--- src/hw/rtl/dssl_pkg.sv ---
// ----------------------------------------------------------------------------
// dssl_pkg: shared types and constants for the deep shadow slice lookup
// Register indexes, item kinds, RGB visibility type and default limits.
// ----------------------------------------------------------------------------
package dssl_pkg;

  localparam int unsigned DEF_MAX_IMAGE_WIDTH  = 4096;
  localparam int unsigned DEF_MAX_BUCKET_WIDTH = 64;

  // queue between front and back
  localparam int unsigned QDEPTH = 2;

  localparam int unsigned CFG_AW = 2;
  localparam int unsigned CFG_DW = 32;

  localparam int unsigned IMG_REG_W    = 13;
  localparam int unsigned BKT_REG_W    = 7;
  localparam int unsigned DEPTH_W      = 32;
  localparam int unsigned VIS_W        = 16;
  localparam int unsigned COL_OUT_W    = 12;

  localparam logic [IMG_REG_W-1:0] IMG_RESET = 13'd512;
  localparam logic [BKT_REG_W-1:0] BKT_RESET = 7'd16;

  // fully visible, Q1.15
  localparam logic [VIS_W-1:0] VIS_ONE = 16'h8000;

  typedef enum logic [CFG_AW-1:0] {
    REG_IMAGE_WIDTH  = 2'd0,
    REG_BUCKET_WIDTH = 2'd1,
    REG_SLICE_DEPTH  = 2'd2
  } reg_idx_e;

  typedef enum logic {
    REQ_NODE   = 1'b0,
    REQ_BUCKET = 1'b1
  } req_type_e;

  typedef struct packed {
    logic [VIS_W-1:0] blue;
    logic [VIS_W-1:0] green;
    logic [VIS_W-1:0] red;
  } rgb_t;

  localparam int unsigned RGB_W = $bits(rgb_t);

endpackage

--- src/hw/rtl/dssl_front.sv ---
// ----------------------------------------------------------------------------
// dssl_front: input side of the slice lookup
// Holds the config registers, tracks the node pairs of each function and the
// scanline column, and pushes one pixel run per last node or bucket marker.
// ----------------------------------------------------------------------------
module dssl_front import dssl_pkg::*; #(
  parameter int unsigned MAX_IMAGE_WIDTH  = DEF_MAX_IMAGE_WIDTH,
  parameter int unsigned MAX_BUCKET_WIDTH = DEF_MAX_BUCKET_WIDTH,
  parameter int unsigned CW               = $clog2(MAX_IMAGE_WIDTH),
  parameter int unsigned BW               = $clog2(MAX_BUCKET_WIDTH + 1)
) (
  input  logic               clk_i,
  input  logic               rst_ni,
  // config
  input  logic               cfg_we_i,
  input  logic [CFG_AW-1:0]  cfg_addr_i,
  input  logic [CFG_DW-1:0]  cfg_wdata_i,
  // input items
  input  logic               in_valid_i,
  output logic               in_ready_o,
  input  req_type_e          in_type_i,
  input  logic [DEPTH_W-1:0] in_depth_i,
  input  rgb_t               in_vis_i,
  input  logic               in_last_i,
  // run queue write side
  input  logic               q_full_i,
  output logic               q_push_o,
  output rgb_t               q_vis_o,
  output logic [CW-1:0]      q_col_o,
  output logic [BW-1:0]      q_cnt_o
);

  localparam int unsigned EW   = $clog2(MAX_IMAGE_WIDTH + 1);
  localparam int unsigned CMPW = (EW > IMG_REG_W) ? EW : IMG_REG_W;
  localparam int unsigned SW   = EW + 1;

  logic [IMG_REG_W-1:0] img_w_q;
  logic [BKT_REG_W-1:0] bkt_w_q;
  logic [DEPTH_W-1:0]   slice_q;

  logic [CW-1:0]        col_q, col_d;
  logic                 in_fn_q, in_fn_d;
  logic                 found_q, found_d;
  logic [DEPTH_W-1:0]   prev_depth_q;
  rgb_t                 prev_vis_q, first_vis_q, chosen_vis_q;
  rgb_t                 first_vis_d, chosen_vis_d;

  logic [CMPW-1:0]      img_ext;
  logic [EW-1:0]        eff_w;
  logic [BW-1:0]        eff_b;
  logic                 accept;
  logic [CW-1:0]        col_use;
  logic [SW-1:0]        bkt_end;
  logic [EW-1:0]        px_end;
  logic                 match;
  logic                 found_now;
  rgb_t                 first_now, chosen_now;

  // config writes
  always_ff @(posedge clk_i or negedge rst_ni) begin
    if (!rst_ni) begin
      img_w_q <= IMG_RESET;
      bkt_w_q <= BKT_RESET;
      slice_q <= '0;
    end else if (cfg_we_i) begin
      case (reg_idx_e'(cfg_addr_i))
        REG_IMAGE_WIDTH:  img_w_q <= cfg_wdata_i[IMG_REG_W-1:0];
        REG_BUCKET_WIDTH: bkt_w_q <= cfg_wdata_i[BKT_REG_W-1:0];
        REG_SLICE_DEPTH:  slice_q <= cfg_wdata_i[DEPTH_W-1:0];
        default: ;
      endcase
    end
  end

  // clamp widths: zero counts as one, saturate at the limits
  always_comb begin
    img_ext = CMPW'(img_w_q);
    if (img_ext == '0) begin
      eff_w = EW'(1);
    end else if (img_ext > CMPW'(MAX_IMAGE_WIDTH)) begin
      eff_w = EW'(MAX_IMAGE_WIDTH);
    end else begin
      eff_w = EW'(img_ext);
    end
    if (bkt_w_q == '0) begin
      eff_b = BW'(1);
    end else if (bkt_w_q > BKT_REG_W'(MAX_BUCKET_WIDTH)) begin
      eff_b = BW'(MAX_BUCKET_WIDTH);
    end else begin
      eff_b = BW'(bkt_w_q);
    end
  end

  assign in_ready_o = !q_full_i;
  assign accept     = in_valid_i && !q_full_i;

  // column restarts if a width change left it past the row end
  assign col_use = (EW'(col_q) >= eff_w) ? '0 : col_q;
  assign bkt_end = SW'(col_use) + SW'(eff_b);
  assign px_end  = EW'(col_use) + EW'(1);

  // node pair search, including this node
  assign match      = in_fn_q && !found_q && (prev_depth_q <= slice_q) &&
                      (slice_q <= in_depth_i);
  assign found_now  = in_fn_q && (found_q || match);
  assign first_now  = in_fn_q ? first_vis_q : in_vis_i;
  assign chosen_now = match ? prev_vis_q : chosen_vis_q;

  always_comb begin
    col_d        = col_q;
    in_fn_d      = in_fn_q;
    found_d      = found_q;
    first_vis_d  = first_vis_q;
    chosen_vis_d = chosen_vis_q;
    q_push_o     = 1'b0;
    q_vis_o      = first_now;
    q_col_o      = col_use;
    q_cnt_o      = BW'(1);
    if (accept) begin
      // every accepted item settles the restarted column
      col_d = col_use;
      if (in_type_i == REQ_BUCKET) begin
        // white run, clipped at the row end
        in_fn_d  = 1'b0;
        found_d  = 1'b0;
        q_push_o = 1'b1;
        q_vis_o  = '{blue: VIS_ONE, green: VIS_ONE, red: VIS_ONE};
        q_cnt_o  = (bkt_end > SW'(eff_w)) ? BW'(eff_w - EW'(col_use)) : eff_b;
        col_d    = (bkt_end >= SW'(eff_w)) ? '0 : CW'(bkt_end);
      end else begin
        in_fn_d      = 1'b1;
        found_d      = found_now;
        first_vis_d  = first_now;
        chosen_vis_d = chosen_now;
        if (in_last_i) begin
          in_fn_d  = 1'b0;
          found_d  = 1'b0;
          q_push_o = 1'b1;
          if (in_depth_i <= slice_q) begin
            q_vis_o = in_vis_i;
          end else if (found_now) begin
            q_vis_o = chosen_now;
          end else begin
            q_vis_o = first_now;
          end
          col_d = (px_end >= eff_w) ? '0 : CW'(px_end);
        end
      end
    end
  end

  always_ff @(posedge clk_i or negedge rst_ni) begin
    if (!rst_ni) begin
      col_q        <= '0;
      in_fn_q      <= 1'b0;
      found_q      <= 1'b0;
      prev_depth_q <= '0;
      prev_vis_q   <= '0;
      first_vis_q  <= '0;
      chosen_vis_q <= '0;
    end else begin
      col_q        <= col_d;
      in_fn_q      <= in_fn_d;
      found_q      <= found_d;
      first_vis_q  <= first_vis_d;
      chosen_vis_q <= chosen_vis_d;
      if (accept && in_type_i == REQ_NODE) begin
        prev_depth_q <= in_depth_i;
        prev_vis_q   <= in_vis_i;
      end
    end
  end

endmodule

--- src/hw/rtl/dssl_queue.sv ---
// ----------------------------------------------------------------------------
// dssl_queue: short run queue between front and back
// Register FIFO of QDEPTH entries; full and empty come from a fill count.
// ----------------------------------------------------------------------------
module dssl_queue import dssl_pkg::*; #(
  parameter int unsigned WIDTH = 64
) (
  input  logic             clk_i,
  input  logic             rst_ni,
  input  logic             push_i,
  input  logic [WIDTH-1:0] wdata_i,
  output logic             full_o,
  input  logic             pop_i,
  output logic [WIDTH-1:0] rdata_o,
  output logic             empty_o
);

  localparam int unsigned PW = (QDEPTH > 1) ? $clog2(QDEPTH) : 1;
  localparam int unsigned NW = $clog2(QDEPTH + 1);

  logic [WIDTH-1:0] mem_q [QDEPTH];
  logic [PW-1:0]    wr_ptr_q, rd_ptr_q;
  logic [NW-1:0]    fill_q;

  assign full_o  = (fill_q == NW'(QDEPTH));
  assign empty_o = (fill_q == '0);
  assign rdata_o = mem_q[rd_ptr_q];

  always_ff @(posedge clk_i) begin
    if (push_i) begin
      mem_q[wr_ptr_q] <= wdata_i;
    end
  end

  always_ff @(posedge clk_i or negedge rst_ni) begin
    if (!rst_ni) begin
      wr_ptr_q <= '0;
      rd_ptr_q <= '0;
      fill_q   <= '0;
    end else begin
      if (push_i) begin
        wr_ptr_q <= (wr_ptr_q == PW'(QDEPTH - 1)) ? '0 : wr_ptr_q + PW'(1);
      end
      if (pop_i) begin
        rd_ptr_q <= (rd_ptr_q == PW'(QDEPTH - 1)) ? '0 : rd_ptr_q + PW'(1);
      end
      case ({push_i, pop_i})
        2'b10:   fill_q <= fill_q + NW'(1);
        2'b01:   fill_q <= fill_q - NW'(1);
        default: ;
      endcase
    end
  end

endmodule

--- src/hw/rtl/dssl_back.sv ---
// ----------------------------------------------------------------------------
// dssl_back: output side of the slice lookup
// Expands each queued run into pixels, scales visibility to bytes and holds
// the result in the output register.
// ----------------------------------------------------------------------------
module dssl_back import dssl_pkg::*; #(
  parameter int unsigned CW = 12,
  parameter int unsigned BW = 7
) (
  input  logic                 clk_i,
  input  logic                 rst_ni,
  // run queue read side
  input  logic                 q_empty_i,
  input  rgb_t                 q_vis_i,
  input  logic [CW-1:0]        q_col_i,
  input  logic [BW-1:0]        q_cnt_i,
  output logic                 q_pop_o,
  // results
  output logic                 out_valid_o,
  input  logic                 out_ready_i,
  output logic [7:0]           out_red_o,
  output logic [7:0]           out_green_o,
  output logic [7:0]           out_blue_o,
  output logic [COL_OUT_W-1:0] out_col_o,
  output logic                 out_last_o
);

  logic [BW-1:0]        idx_q;
  logic                 vld_q;
  logic [7:0]           red_q, green_q, blue_q;
  logic [COL_OUT_W-1:0] col_q;
  logic                 last_q;

  logic                 advance;
  logic                 load;
  logic                 run_end;
  logic [CW-1:0]        px_col;

  // floor(v*255/32768), capped at 255
  function automatic logic [7:0] to_byte(input logic [VIS_W-1:0] v);
    logic [VIS_W+7:0] p;
    p = {v, 8'd0} - {8'd0, v};
    return p[VIS_W+7] ? 8'hFF : p[VIS_W+6:VIS_W-1];
  endfunction

  assign advance = !vld_q || out_ready_i;
  assign load    = advance && !q_empty_i;
  assign run_end = ((BW + 1)'(idx_q) + (BW + 1)'(1)) == (BW + 1)'(q_cnt_i);
  assign px_col  = q_col_i + CW'(idx_q);
  assign q_pop_o = load && run_end;

  always_ff @(posedge clk_i or negedge rst_ni) begin
    if (!rst_ni) begin
      idx_q <= '0;
      vld_q <= 1'b0;
    end else begin
      if (advance) begin
        vld_q <= !q_empty_i;
      end
      if (load) begin
        idx_q <= run_end ? '0 : idx_q + BW'(1);
      end
    end
  end

  always_ff @(posedge clk_i) begin
    if (load) begin
      red_q   <= to_byte(q_vis_i.red);
      green_q <= to_byte(q_vis_i.green);
      blue_q  <= to_byte(q_vis_i.blue);
      col_q   <= COL_OUT_W'(px_col);
      last_q  <= run_end;
    end
  end

  assign out_valid_o = vld_q;
  assign out_red_o   = red_q;
  assign out_green_o = green_q;
  assign out_blue_o  = blue_q;
  assign out_col_o   = col_q;
  assign out_last_o  = last_q;

endmodule

--- src/hw/rtl/deep_shadow_slice_lookup.sv ---
// A last node or bucket marker that is accepted pushes one pixel run; a node
//   that is not last gives nothing. Throughput: one input item per cycle while
//   the queue is not full; the back end sends one pixel per cycle while not
//   stalled, and a run holds its queue slot until its last pixel is loaded.
// Reset: asynchronous, active low; clears column, function state and queue,
//   config registers return to width 512, bucket 16, slice depth 0.
// ----------------------------------------------------------------------------
// deep_shadow_slice_lookup: deep shadow map slice sampler
// Samples each pixel's visibility function at the slice depth and streams
// RGB bytes with their scanline column.
// ----------------------------------------------------------------------------
module deep_shadow_slice_lookup import dssl_pkg::*; #(
  parameter int unsigned MAX_IMAGE_WIDTH  = DEF_MAX_IMAGE_WIDTH,
  parameter int unsigned MAX_BUCKET_WIDTH = DEF_MAX_BUCKET_WIDTH
) (
  input  logic              clk_i,
  input  logic              rst_ni,
  // config write port
  input  logic              cfg_we_i,
  input  logic [CFG_AW-1:0] cfg_addr_i,
  input  logic [CFG_DW-1:0] cfg_wdata_i,
  // input stream
  input  logic              s_axis_tvalid,
  output logic              s_axis_tready,
  input  logic [79:0]       s_axis_tdata,  // node_depth, vis_red, vis_green, vis_blue
  input  logic              s_axis_tuser,  // req_type
  input  logic              s_axis_tlast,  // last_node
  // result stream
  output logic              m_axis_tvalid,
  input  logic              m_axis_tready,
  output logic [39:0]       m_axis_tdata,  // red, green, blue, column, 4 pad bits
  output logic              m_axis_tlast   // last
);

  // column counter and run length widths follow the limits
  localparam int unsigned CW  = $clog2(MAX_IMAGE_WIDTH);
  localparam int unsigned BW  = $clog2(MAX_BUCKET_WIDTH + 1);
  localparam int unsigned QW  = RGB_W + CW + BW;

  rgb_t                 in_vis;
  logic                 q_push, q_pop, q_full, q_empty;
  rgb_t                 wr_vis, rd_vis;
  logic [CW-1:0]        wr_col, rd_col;
  logic [BW-1:0]        wr_cnt, rd_cnt;
  logic [QW-1:0]        rd_word;
  logic [7:0]           red, green, blue;
  logic [COL_OUT_W-1:0] column;

  assign in_vis = '{blue:  s_axis_tdata[79:64],
                    green: s_axis_tdata[63:48],
                    red:   s_axis_tdata[47:32]};

  // front: config, function tracking, column bookkeeping
  dssl_front #(
    .MAX_IMAGE_WIDTH  (MAX_IMAGE_WIDTH),
    .MAX_BUCKET_WIDTH (MAX_BUCKET_WIDTH),
    .CW               (CW),
    .BW               (BW)
  ) u_front (
    .clk_i       (clk_i),
    .rst_ni      (rst_ni),
    .cfg_we_i    (cfg_we_i),
    .cfg_addr_i  (cfg_addr_i),
    .cfg_wdata_i (cfg_wdata_i),
    .in_valid_i  (s_axis_tvalid),
    .in_ready_o  (s_axis_tready),
    .in_type_i   (req_type_e'(s_axis_tuser)),
    .in_depth_i  (s_axis_tdata[31:0]),
    .in_vis_i    (in_vis),
    .in_last_i   (s_axis_tlast),
    .q_full_i    (q_full),
    .q_push_o    (q_push),
    .q_vis_o     (wr_vis),
    .q_col_o     (wr_col),
    .q_cnt_o     (wr_cnt)
  );

  // runs of pixels: {visibility, start column, length}
  dssl_queue #(
    .WIDTH (QW)
  ) u_queue (
    .clk_i   (clk_i),
    .rst_ni  (rst_ni),
    .push_i  (q_push),
    .wdata_i ({wr_vis, wr_col, wr_cnt}),
    .full_o  (q_full),
    .pop_i   (q_pop),
    .rdata_o (rd_word),
    .empty_o (q_empty)
  );

  assign {rd_vis, rd_col, rd_cnt} = rd_word;

  // back: one pixel per cycle into the output register while not stalled
  dssl_back #(
    .CW (CW),
    .BW (BW)
  ) u_back (
    .clk_i       (clk_i),
    .rst_ni      (rst_ni),
    .q_empty_i   (q_empty),
    .q_vis_i     (rd_vis),
    .q_col_i     (rd_col),
    .q_cnt_i     (rd_cnt),
    .q_pop_o     (q_pop),
    .out_valid_o (m_axis_tvalid),
    .out_ready_i (m_axis_tready),
    .out_red_o   (red),
    .out_green_o (green),
    .out_blue_o  (blue),
    .out_col_o   (column),
    .out_last_o  (m_axis_tlast)
  );

  assign m_axis_tdata = {4'd0, column, blue, green, red};

endmodule

--- config.mk ---
export PLATFORM = sky130hd
export DESIGN_NAME = deep_shadow_slice_lookup
export DESIGN_NICKNAME = d
export VERILOG_FILES = /design/src/hw/rtl/dssl_pkg.sv /design/src/hw/rtl/dssl_front.sv /design/src/hw/rtl/dssl_queue.sv /design/src/hw/rtl/dssl_back.sv /design/src/hw/rtl/deep_shadow_slice_lookup.sv
export SDC_FILE = /design/constraint.sdc
export NUM_CORES = 1
export LEC_CHECK = 0
export BUFFER_PORTS_ARGS = -buffer_cell sky130_fd_sc_hd__clkbuf_2
export CAP_MARGIN = 20
export CELL_PAD_IN_SITES_DETAIL_PLACEMENT = 1
export CELL_PAD_IN_SITES_GLOBAL_PLACEMENT = 1
export CORE_ASPECT_RATIO = 1.4
export CORE_MARGIN = 2
export CORE_UTILIZATION = 53
export CTS_BUF_LIST = sky130_fd_sc_hd__clkbuf_16
export DETAILED_ROUTE_END_ITERATION = 10
export HOLD_SLACK_MARGIN = 0.15
export PLACE_DENSITY_LB_ADDON = 0.15
export SETUP_SLACK_MARGIN = 0.02
export SYNTH_ARGS = -nofsm -noshare
export SYNTH_HDL_FRONTEND = slang
export SYNTH_SLANG_ARGS = --single-unit
--- constraint.sdc ---
create_clock -name clk_i -period 12.34 [get_ports clk_i]
set_input_delay 1.234 -clock clk_i [delete_from_list [all_inputs] [get_ports clk_i]]
set_output_delay 1.234 -clock clk_i [all_outputs]
set_load 0.02 [all_outputs]
# Word-level counts from Yosys, hierarchy flattened
# Memories as Yosys holds them, arrays and structs flattened.
# Cells that the tools add are included.
[word_totals]
register_bits = 291
ram_bits = 134
inputBits = 121
output_inout_bits = 43
wordCells = 111
mem_count = 1
[op_classes]
add_sub_neg = 13
order_cmp = 9
n_eq_ne = 6
muxes = 32
n_bitwise = 1
reduce_logical = 23
[mem_list]
columns = ["name", "depth", "word_bits", "read_ports", "rd_ports_with_merged_regs", "write_ports", "line", "text"]
rows = [
  ["u_queue.mem_q", 2, 67, 1, 0, 1, "dssl_queue.sv:21", "logic [WIDTH-1:0] mem_q [QDEPTH];"],
]
[op_table]
columns = ["operator", "n"]
rows = [
  ["48-bit 2-to-1 mux", 7],
  ["32-bit less-or-equal comparator", 3],
  ["24-bit by 16-bit subtractor with 24-bit output", 3],
  ["12-bit 2-to-1 mux", 5],
  ["7-bit 2-to-1 mux", 6],
  ["13-bit greater-or-equal comparator", 2],
  ["13-bit 2-to-1 mux", 2],
  ["12-bit by 1-bit adder with 13-bit output, second input constant", 1],
  ["12-bit by 7-bit adder with 13-bit output", 1],
  ["12-bit by 13-bit greater-or-equal comparator with 1-bit output", 1],
  ["13-bit > comparator", 1],
  ["13-bit > comparator, second input constant", 1],
  ["13-bit zero test", 1],
  ["12-bit by 7-bit adder with 12-bit output", 1],
  ["1-bit 2-to-1 mux", 11],
  ["7-bit by 1-bit adder with 8-bit output, second input constant", 1],
  ["8-bit by 7-bit == test with 1-bit output", 1],
  ["1-bit logical AND", 8],
  ["2-bit AND reduction", 4],
  ["7-bit by 1-bit adder with 7-bit output, second input constant", 1],
  ["7-bit > comparator, second input constant", 1],
  ["7-bit zero test", 1],
  ["7-bit subtractor", 1],
  ["2-bit == test, second input constant", 3],
  ["10 further kinds", 17],
]

# Longest topological paths before layout
# Gate-level depths: netlist of run 1.
[logic_depth]
depth_word = 11
mapped_depth = 30
depth_no_buf = 29

# Modules after synthesis
# From an unflattened synthesis of run 1, not the netlist that was laid out.
[unflattened]
hier_cells = 2144
area_unflattened_um2 = 23669.0
[by_module_without_submodules]
columns = ["module", "n_inst", "cells_each", "area_per_inst_um2", "seq_area_each_um2"]
rows = [
  ["dssl_front", 1, 1551, 15074.5, 6058.3],
  ["dssl_queue", 1, 225, 5109.9, 4124.0],
  ["dssl_back", 1, 363, 3450.8, 1311.3],
  ["deep_shadow_slice_lookup", 1, 5, 33.8, 0.0],
]

# Worst setup path before layout of run 1
# No wires, ideal clock.
[synth_timing]
path_kind = "reg-to-reg"
from = "register u_front.img_w_q[6] (netlist: u_front.img_ext[6])"
to = "memory u_queue.mem_q[0][0] (netlist bit), data pin"
setup_time_ns = 0.280
t_arrival_ns = 5.925
required_ns = 12.060
path_slack_ns = 6.134
stages_incl_launch_ff = 31
path_buffers = 1
period_less_slack_ns = 6.206
cell_sequence = "dfrtp_1 -> nor4_1 -> a31oi_1 -> nor2_1 -> ha_1 -> nand2b_1 -> a21o_1 -> a21oi_1 -> o21ai_0 -> a21oi_1 -> clkbuf_1 -> nand2_1 -> inv_1 -> ha_1 -> a21o_1 -> a21oi_1 -> nor2b_1 -> o21a_1 -> o41ai_1 -> nor2_1 -> xnor2_1 -> nor2_1 -> ha_1 -> o21a_1 -> o21a_1 -> o21ai_0 -> a31oi_1 -> nor2_1 -> nor2_1 -> mux2i_1 -> nand3_1"
[synth_between]
elab_chain_len = 10
word_cells_on_any_way = 12
classes_between = "add/sub: 2; order compare: 3; mux: 6; reduce/logical: 1"
[synth_lines]
columns = ["item", "line", "text"]
rows = [
  ["from (decl)", "dssl_front.sv:37", "logic [IMG_REG_W-1:0] img_w_q;"],
  ["from (signal assigned)", "dssl_front.sv:67", "REG_IMAGE_WIDTH: img_w_q <= cfg_wdata_i[IMG_REG_W-1:0];"],
  ["13-bit > comparator", "dssl_front.sv:80", "end else if (img_ext > CMPW'(MAX_IMAGE_WIDTH)) begin"],
  ["13-bit 2-to-1 mux", "dssl_front.sv:80", ""],
  ["13-bit 2-to-1 mux (*)", "dssl_front.sv:78", "if (img_ext == '0) begin"],
  ["12-bit by 13-bit greater-or-equal comparator with 1-bit output (*)", "dssl_front.sv:98", "assign col_use = (EW'(col_q) >= eff_w) ? '0 : col_q;"],
  ["12-bit 2-to-1 mux (*)", "dssl_front.sv:98", ""],
  ["net u_front.q_col_o[1]", "dssl_front.sv:29", "output logic [CW-1:0] q_col_o,"],
  ["12-bit by 7-bit adder with 13-bit output (*)", "dssl_front.sv:99", "assign bkt_end = SW'(col_use) + SW'(eff_b);"],
  ["13-bit > comparator (*)", "dssl_front.sv:128", "q_cnt_o = (bkt_end > SW'(eff_w)) ? BW'(eff_w - EW'(col_use)) : eff_b;"],
  ["7-bit 2-to-1 mux (*)", "dssl_front.sv:128", ""],
  ["7-bit 2-to-1 mux (*)", "dssl_front.sv:122", "if (in_type_i == REQ_BUCKET) begin"],
  ["7-bit 2-to-1 mux (*)", "dssl_front.sv:119", "if (accept) begin"],
  ["net u_front.q_cnt_o[0]", "dssl_front.sv:30", "output logic [BW-1:0] q_cnt_o"],
  ["to (decl)", "dssl_queue.sv:21", ""],
]
# The timed path passes the listed nets; every way through them passes the cells marked *.

# Worst setup path after layout of run 1
[layout_timing]
from = "register u_front.img_w_q[6] (netlist: u_front.img_ext[6])"
to = "memory u_queue.mem_q[1][0] (netlist bit), data pin"
[layout_between]
elab_chain_len = 10
word_cells_on_any_way = 12
classes_between = "add/sub: 2; order compare: 3; mux: 6; reduce/logical: 1"
[layout_lines]
columns = ["item", "line"]
rows = [
  ["13-bit > comparator", "dssl_front.sv:80"],
  ["13-bit 2-to-1 mux", "dssl_front.sv:80"],
  ["13-bit 2-to-1 mux (*)", "dssl_front.sv:78"],
  ["12-bit by 13-bit greater-or-equal comparator with 1-bit output (*)", "dssl_front.sv:98"],
  ["12-bit 2-to-1 mux (*)", "dssl_front.sv:98"],
  ["net u_front.q_col_o[0]", "dssl_front.sv:29"],
  ["12-bit by 7-bit adder with 13-bit output", "dssl_front.sv:99"],
  ["13-bit > comparator", "dssl_front.sv:128"],
  ["7-bit 2-to-1 mux (*)", "dssl_front.sv:128"],
  ["7-bit 2-to-1 mux (*)", "dssl_front.sv:122"],
  ["7-bit 2-to-1 mux (*)", "dssl_front.sv:119"],
  ["net u_front.q_cnt_o[0]", "dssl_front.sv:30"],
]
# Marked as above.

==> results of run 1 <==
Yosys cell counts (all sizes together) (4+ instances only):
cell type	instances	area share
nand4	26	0.0075
nor2b	19	0.0053
xor2	35	0.014
nor2	89	0.015
or4	6	0.0022
a22oi	95	0.032
o31ai	4	0.0016
a31oi	6	0.0017
o211ai	10	0.0033
a21oi	61	0.014
dfrtp	252	0.28
mux2i	42	0.019
nand2	313	0.052
a22o	4	0.0016
o21bai	4	0.0013
nand3	67	0.015
o211a	4	0.0018
edfxtp	171	0.23
a211oi	12	0.0040
inv	113	0.019
buf	25	0.0065
o21a	11	0.0037
ha	149	0.083
o21ai	75	0.017
a221o	4	0.0018
and2	5	0.0014
a21o	22	0.0074
o22ai	13	0.0036
nor4	16	0.0054
nand2b	11	0.0032
mux2	183	0.095
a211o	4	0.0016
nor3	19	0.0042
xnor2	39	0.015
clkbuf	56	0.0094
a21boi	4	0.0013
and3	4	0.0011
or3	4	0.0011
power groups by stage:
stage | Combinational (mW) | Sequential (mW) | Clock, mW
global route | 2.66 | 2.48 | 1.40
floorplan | 1.64 | 2.37 | 0
CTS | 2.40 | 2.42 | 1.34
detailed placement | 2.37 | 2.44 | 0
global placement | 2.25 | 2.39 | 0
finish | 2.39 | 2.42 | 1.32
per-layer routing:
metal | vias up | routed length [um] | GRT usage
met1 | 8256 | 23680 | 0.3204
met4 | 8 | 1649 | 0.08992
met3 | 113 | 2314 | 0.04013
li1 | 7549 | - | -
met5 | - | 60 | 0
met2 | 366 | 32080 | 0.5226
worst paths after layout:
path	endpoint	slack [ns]	cells after the start
setup / recovery	u_queue.mem_q[1][0]	5.13	28
hold / removal	u_front.prev_depth_q[7]	0.49	2
setup reg to reg	u_queue.mem_q[1][0]	5.13	28
hold reg to reg	u_front.prev_depth_q[7]	0.49	2
max in group asynchronous	u_queue.rd_ptr_q	9.97	2
min in group asynchronous	u_front.slice_q[19]	0.72	1
placed cells by master (no fill, tap or decap), types with 20 or more instances in the layout:
cell type and count:
a21o_1 22, a21oi_1 61, a22oi_1 95, clkbuf_16 47, clkbuf_2 158, dfrtp_1 251
edfxtp_1 171, ha_1 149, inv_1 120, mux2_2 163, mux2_4 20, mux2i_1 42
nand2_1 312, nand3_1 67, nand4_1 25, nor2_1 84, o21ai_0 73, xnor2_1 39
xor2_1 35
final cells by class:
type | count | area [um2] | area share
well taps | 546 | 683.2 | 0.02709
inverters | 113 | 424.2 | 0.01682
flip-flops and latches | 425 | 11500 | 0.4560
diodes | 1 | 2.502 | 0.00009925
clock inverters | 33 | 246.5 | 0.009776
clock buffers | 47 | 1176 | 0.04665
repair buffers | 178 | 948.4 | 0.03761
multi-input cells | 1401 | 10240 | 0.4060
critical path, delay by kind of cell (launching register included):
kind            cells  cell delay (ns)
mux                 1             0.27
compound gates     13             2.68
fa+ha+maj           4             1.23
xor+xnor            1             0.20
simple gates        9             2.13
flops               1             0.40
stage by stage:
step | util | cells | hold WS, ns | setup WS, ns | power, mW
after floorplan | - | 2020 | 0.4563 | 6.134 | 4.008
after global placement | 0.5667 | 2663 | 0.4690 | 5.458 | 4.640
after detailed placement | 0.5667 | 2663 | 0.4793 | 5.197 | 4.805
after CTS | 0.6005 | 2743 | 0.4940 | 5.195 | 6.162
after global routing | 0.6006 | 2744 | 0.5093 | 4.527 | 6.536
final | 0.6006 | 2744 | 0.4857 | 5.131 | 6.129
cells by family after synthesis:
| logic type | Yosys count |
|---|---|
| and+or+nand+nor | 593 |
| muxes | 225 |
| buffers and inverters | 194 |
| adders and majority gates | 152 |
| AOI/OAI and AO/OA | 353 |
| other | 1 |
| DFF | 425 |
| xor gates and xnor gates | 74 |
sequential cells by signal (all words and copies together), names as in the netlist, 2 cells and up:
name and count:
u_front.chosen_vis_q 48, u_front.bkt_w_q 7, u_front.first_vis_q 48, u_front.prev_vis_q 48
u_front.prev_depth_q 32, u_back.out_green_o 8, u_front.img_ext 13, u_back.idx_q 7
u_queue.fill_q 2, u_queue.mem_q 134, u_back.out_blue_o 8, u_back.out_red_o 8
u_back.out_col_o 12, u_front.col_q 12, u_front.slice_q 32
==> impl_metrics.yaml, run 1 <==
outcome:
  status: "finished clean"
die:
  start_util: 0.5345
  core_area_um2: 41980
  rows: 89
  die_height_um: 247.5
  pin_count: 164
  die_x_um: 177.9
  die-area_um2: 44020
clock_tree:
  clock_path_buffers: 3
  ctsHoldBuffers: 0
  cts_buffers: 43
  cts_tree: "yes"
  clock-sinks: 425
  path_clk_slew_ns: 0.06
  insertion_delay_ns: 0.56
  cts_setup_buffers: 0
  root_buffer: "clkbuf_16"
  post_cts_resized: 0
  cts_htree_levels: 2
sta:
  min_period_ns: 7.209
  max_freq_ghz: 0.1387
  max_slew.worst_pin.slew_ns: 1.053
  timing.setup.tns_ns: 0
  hold_violations: 0
  relSlewSlack: 0.2950
  maxSlewViolCount: 0
  timing.final.crit_share: 0.5842
  final.setup_skew_ns: 0.01495
  setup_viol: 0
  rsz0062_at_grt: "false"
yosys:
  synth_compound_area_frac: 0.1051
  synth_cell_types: 72
  synthXorXnorAreaFrac: 0.02889
  async_flop_share: 0.5976
  synth_top_family_by_area: "simple AND/OR/NAND/NOR gates"
  synthCells: 2017
  synth-edff-count: 171
  yosys.area_share.simple: 0.1192
  ys_warn_count: 0
  seq_area_frac_synth: 0.5122
  synth_fa_ha_area_frac: 0.08576
  netlist_area_um2: 22440
  ys.flop_type: "dfrtp_1"
  synth_seq_cells: 425
  avgSynthCellArea_um2: 11.12
  synth_mux_area_frac: 0.1139
drt:
  routed_via_density: 5.937
  wirelength_um: 59790
  drc: 0
  postRouteAntennaNets: 0
  dr.pass1.iters: 5
  drt-initial-drc-count: 996
  num_vias: 16290
  wl_per_cell_um: 21.79
finish:
  stdcell_area_um2: 25210
  final_nets: 2435
  area_growth_pct: 12.37
  drive_gt1_frac: 0.2062
  fillers: 4433
global_route:
  grt_first_pass_wirelength_um: 95870
  grt_overflow_total: 0
  grt_max_degree: 116
  grt_pass1_vias: 18060
  grt_use_total: 0.2775
  antenna_found_initial: 5
critical_path:
  slowest_delay_ns: 0.70
  cpMostUsedCell: "nor2_1"
  end_kind: "register"
  critPathLaunch: "u_front.img_ext[6]"
  critPathLaunchType: "register"
  cp.required_ns: 12.63
  worst_r2r_startpoint: "u_front.img_ext[6]"
  cp_max_fo: 22
  arrival_ns: 7.49
  crit_type: "register to register"
  cp_slowest_cell: "nor2_1"
power:
  pwr-share-seq: 0.395
  p_int_mw: 3.799
  clockPowerShare: 0.215
  p_per_area_nw_per_um2: 243.1
  pwr-share-comb: 0.390
  p_sw_frac: 0.3801
  vdd_ir_drop_max_mv: 0.1373
  p_sw_mw: 2.330
  leakagePower_nw: 11.21
place:
  port_buffers: 159
  dpl_cell_area_um2: 23790
  place_hpwl_um: 41540
  gp_congestion: 0.8940
worst_hold_path:
  hp-start: "u_front.prev_depth_q[7]"
  min_path_type: "register to register"
run:
  maxCapViolCount: 0
(Power assumes the default switching activity.)
==> inputs of run 2 (changes only) <==
- CORE_UTILIZATION: 53 -> 44
- clock period: 12.34 -> 6.4 ns (I/O delays scaled with it)
==> run 2 against run 1 <==
  * First-iteration DRC count decreased by 34%
  * Via count fell by 0.77%
  * Cell area grew 1.1%
  * Critical path type unchanged
  * Sequential power grew 95%
  * Core utilization down 9.3 points
==> impl_metrics.yaml, run 2 (synthesized netlist as in run 1, its figures left out) <==
drt:
  postRouteAntennaNets: 0
  drc: 0
  drt-initial-drc-count: 654
  wirelength_um: 59740
  dr.pass1.iters: 4
  num_vias: 16170
  routed_via_density: 5.652
  wl_per_cell_um: 20.89
sta:
  relSlewSlack: 0.2935
  final.setup_skew_ns: 0.01200
  setup_viol: 0
  holdWs_ns: 0.2919
  hold_violations: 0
  min_period_ns: 5.996
  max_slew.worst_pin.slew_ns: 1.055
  maxSlewViolCount: 0
  max_freq_ghz: 0.1668
  timing.final.crit_share: 0.9368
global_route:
  grt_first_pass_wirelength_um: 96790
  grt_overflow_total: 0
  antenna_found_initial: 3
  grt_pass1_vias: 17860
  grt_use_total: 0.2309
  grt_max_degree: 160
place:
  place_hpwl_um: 42300
  dp.cells: 2768
  gp_congestion: 0.8684
  dpl_cell_area_um2: 23980
  port_buffers: 159
critical_path:
  worst_r2r_startpoint: "u_front.img_ext[1]"
  critPathLaunchType: "register"
  cp.required_ns: 6.88
  r2r_end: "u_front.col_q[7]"
  end_kind: "register"
  rr_worst_depth: 30
  crit_type: "register to register"
  rrSetupSlack_ns: 0.40
  slowest_delay_ns: 0.43
  cp_top_family: "compound AO/OA/AOI/OAI gates"
  arrival_ns: 6.48
  cp_slowest_cell: "or4_1"
  cp_num_buf_inv: 3
  cp_max_fo: 5
clock_tree:
  path_clk_slew_ns: 0.06
  insertion_delay_ns: 0.57
  root_buffer: "clkbuf_16"
  clock-sinks: 425
  cts_htree_levels: 2
  cts_tree: "yes"
  clock_path_buffers: 3
  cts_buffers: 45
finish:
  fin_cells: 2860
  final_nets: 2453
  drive_gt1_frac: 0.2135
  largest-register: "u_queue.mem_q"
  postLayoutCoreUtil: 0.5074
  layout_commonest_cell: "nand2_1"
  stdcell_area_um2: 25490
  area_growth_pct: 13.62
  final_cell_mix: "nand2_1, dfrtp_1, edfxtp_1"
  largest_reg_flops: 134
die:
  pin_count: 164
  rows: 97
  die-area_um2: 52840
  core_area_um2: 50250
  die_height_um: 271.2
  die_x_um: 194.9
  start_util: 0.4466
power:
  p_sw_frac: 0.3778
  finalPower_mw: 11.80
  p_int_mw: 7.343
  leakagePower_nw: 11.29
  pwr-share-seq: 0.399
  p_per_area_nw_per_um2: 462.9
  vdd_ir_drop_max_mv: 0.2412
  p_sw_mw: 4.458
  clockPowerShare: 0.213
  pwr-share-comb: 0.388
outcome:
  status: "finished clean"
worst_hold_path:
  hp-start: "s_axis_tdata[78]"
  hold_path_depth: 3
  min_to: "u_front.prev_vis_q[46]"
  min_path_type: "primary input to register"
run:
  maxCapViolCount: 0
## run 2: worst max-delay path by stage
stage / depth (start not counted) / startpoint / endpoint / slack (ns)
finish: 30 / u_front.img_ext[1] / u_front.col_q[7] / 0.40
global route: 30 / u_front.img_ext[1] / u_front.col_q[8] / -0.003
CTS: 30 / u_front.img_ext[6] / u_front.col_q[7] / 0.08
detailed placement: 30 / u_front.img_ext[6] / u_front.col_q[7] / 0.14
global placement: 30 / u_front.img_ext[6] / u_front.col_q[7] / 0.30
floorplan: 30 / u_front.img_ext[6] / u_queue.mem_q[0][0] / 0.19
## run 2: per-layer routing
metal	share of wire	vias to the layer above	track usage
li1	-	7619	-
met1	0.41	8163	0.2721
met2	0.53	285	0.4311
met3	0.039	95	0.03516
met4	0.025	4	0.07091
met5	0.00057	-	0
## run 2: worst reg2reg max path: cells and delay by family (launching register included)
family	cells	cell delay, ns
xor+xnor	1	0.18
flops	1	0.41
compound gates	13	2.18
fa+ha+maj	3	0.83
buf+inv	3	0.50
simple gates	10	1.80
## run 2: final cells by class
| class | count | area, um2 |
|---|---|---|
| fill | 5489 | 24750 |
| clock buffer | 46 | 1151 |
| inverter | 113 | 424.2 |
| antenna | 2 | 5.005 |
| tap | 643 | 804.5 |
| timing repair buffer | 194 | 1087 |
| multi-input combinational | 1401 | 10270 |
| clock inverter | 36 | 251.5 |
| sequential | 425 | 11500 |
## run 2: timing repair
action,4_1_cts,5_1_grt
resized for setup,0,13
endpoints found under the setup margin,0,26
hold buffers,1,0
buffers inserted,0,7
endpoints found under the hold margin,44,0
## run 2: power groups by stage
stage / sequential [mW] / combinational, mW / clock (mW)
2_1_floorplan: 4.57 / 3.16 / 0
3_3_place_gp: 4.69 / 4.37 / 0
3_5_place_dp: 4.75 / 4.55 / 0
4_1_cts: 4.71 / 4.59 / 2.58
5_1_grt: 4.83 / 5.12 / 2.69
6_report: 4.71 / 4.57 / 2.52
## run 2: per-stage QoR
stage,setup TNS [ns],setup slack [ns]
2_1_floorplan,0,0.1944
3_3_place_gp,0,0.2987
3_5_place_dp,0,0.1418
4_1_cts,0,0.07650
5_1_grt,-0.004497,-0.002629
6_report,0,0.4044
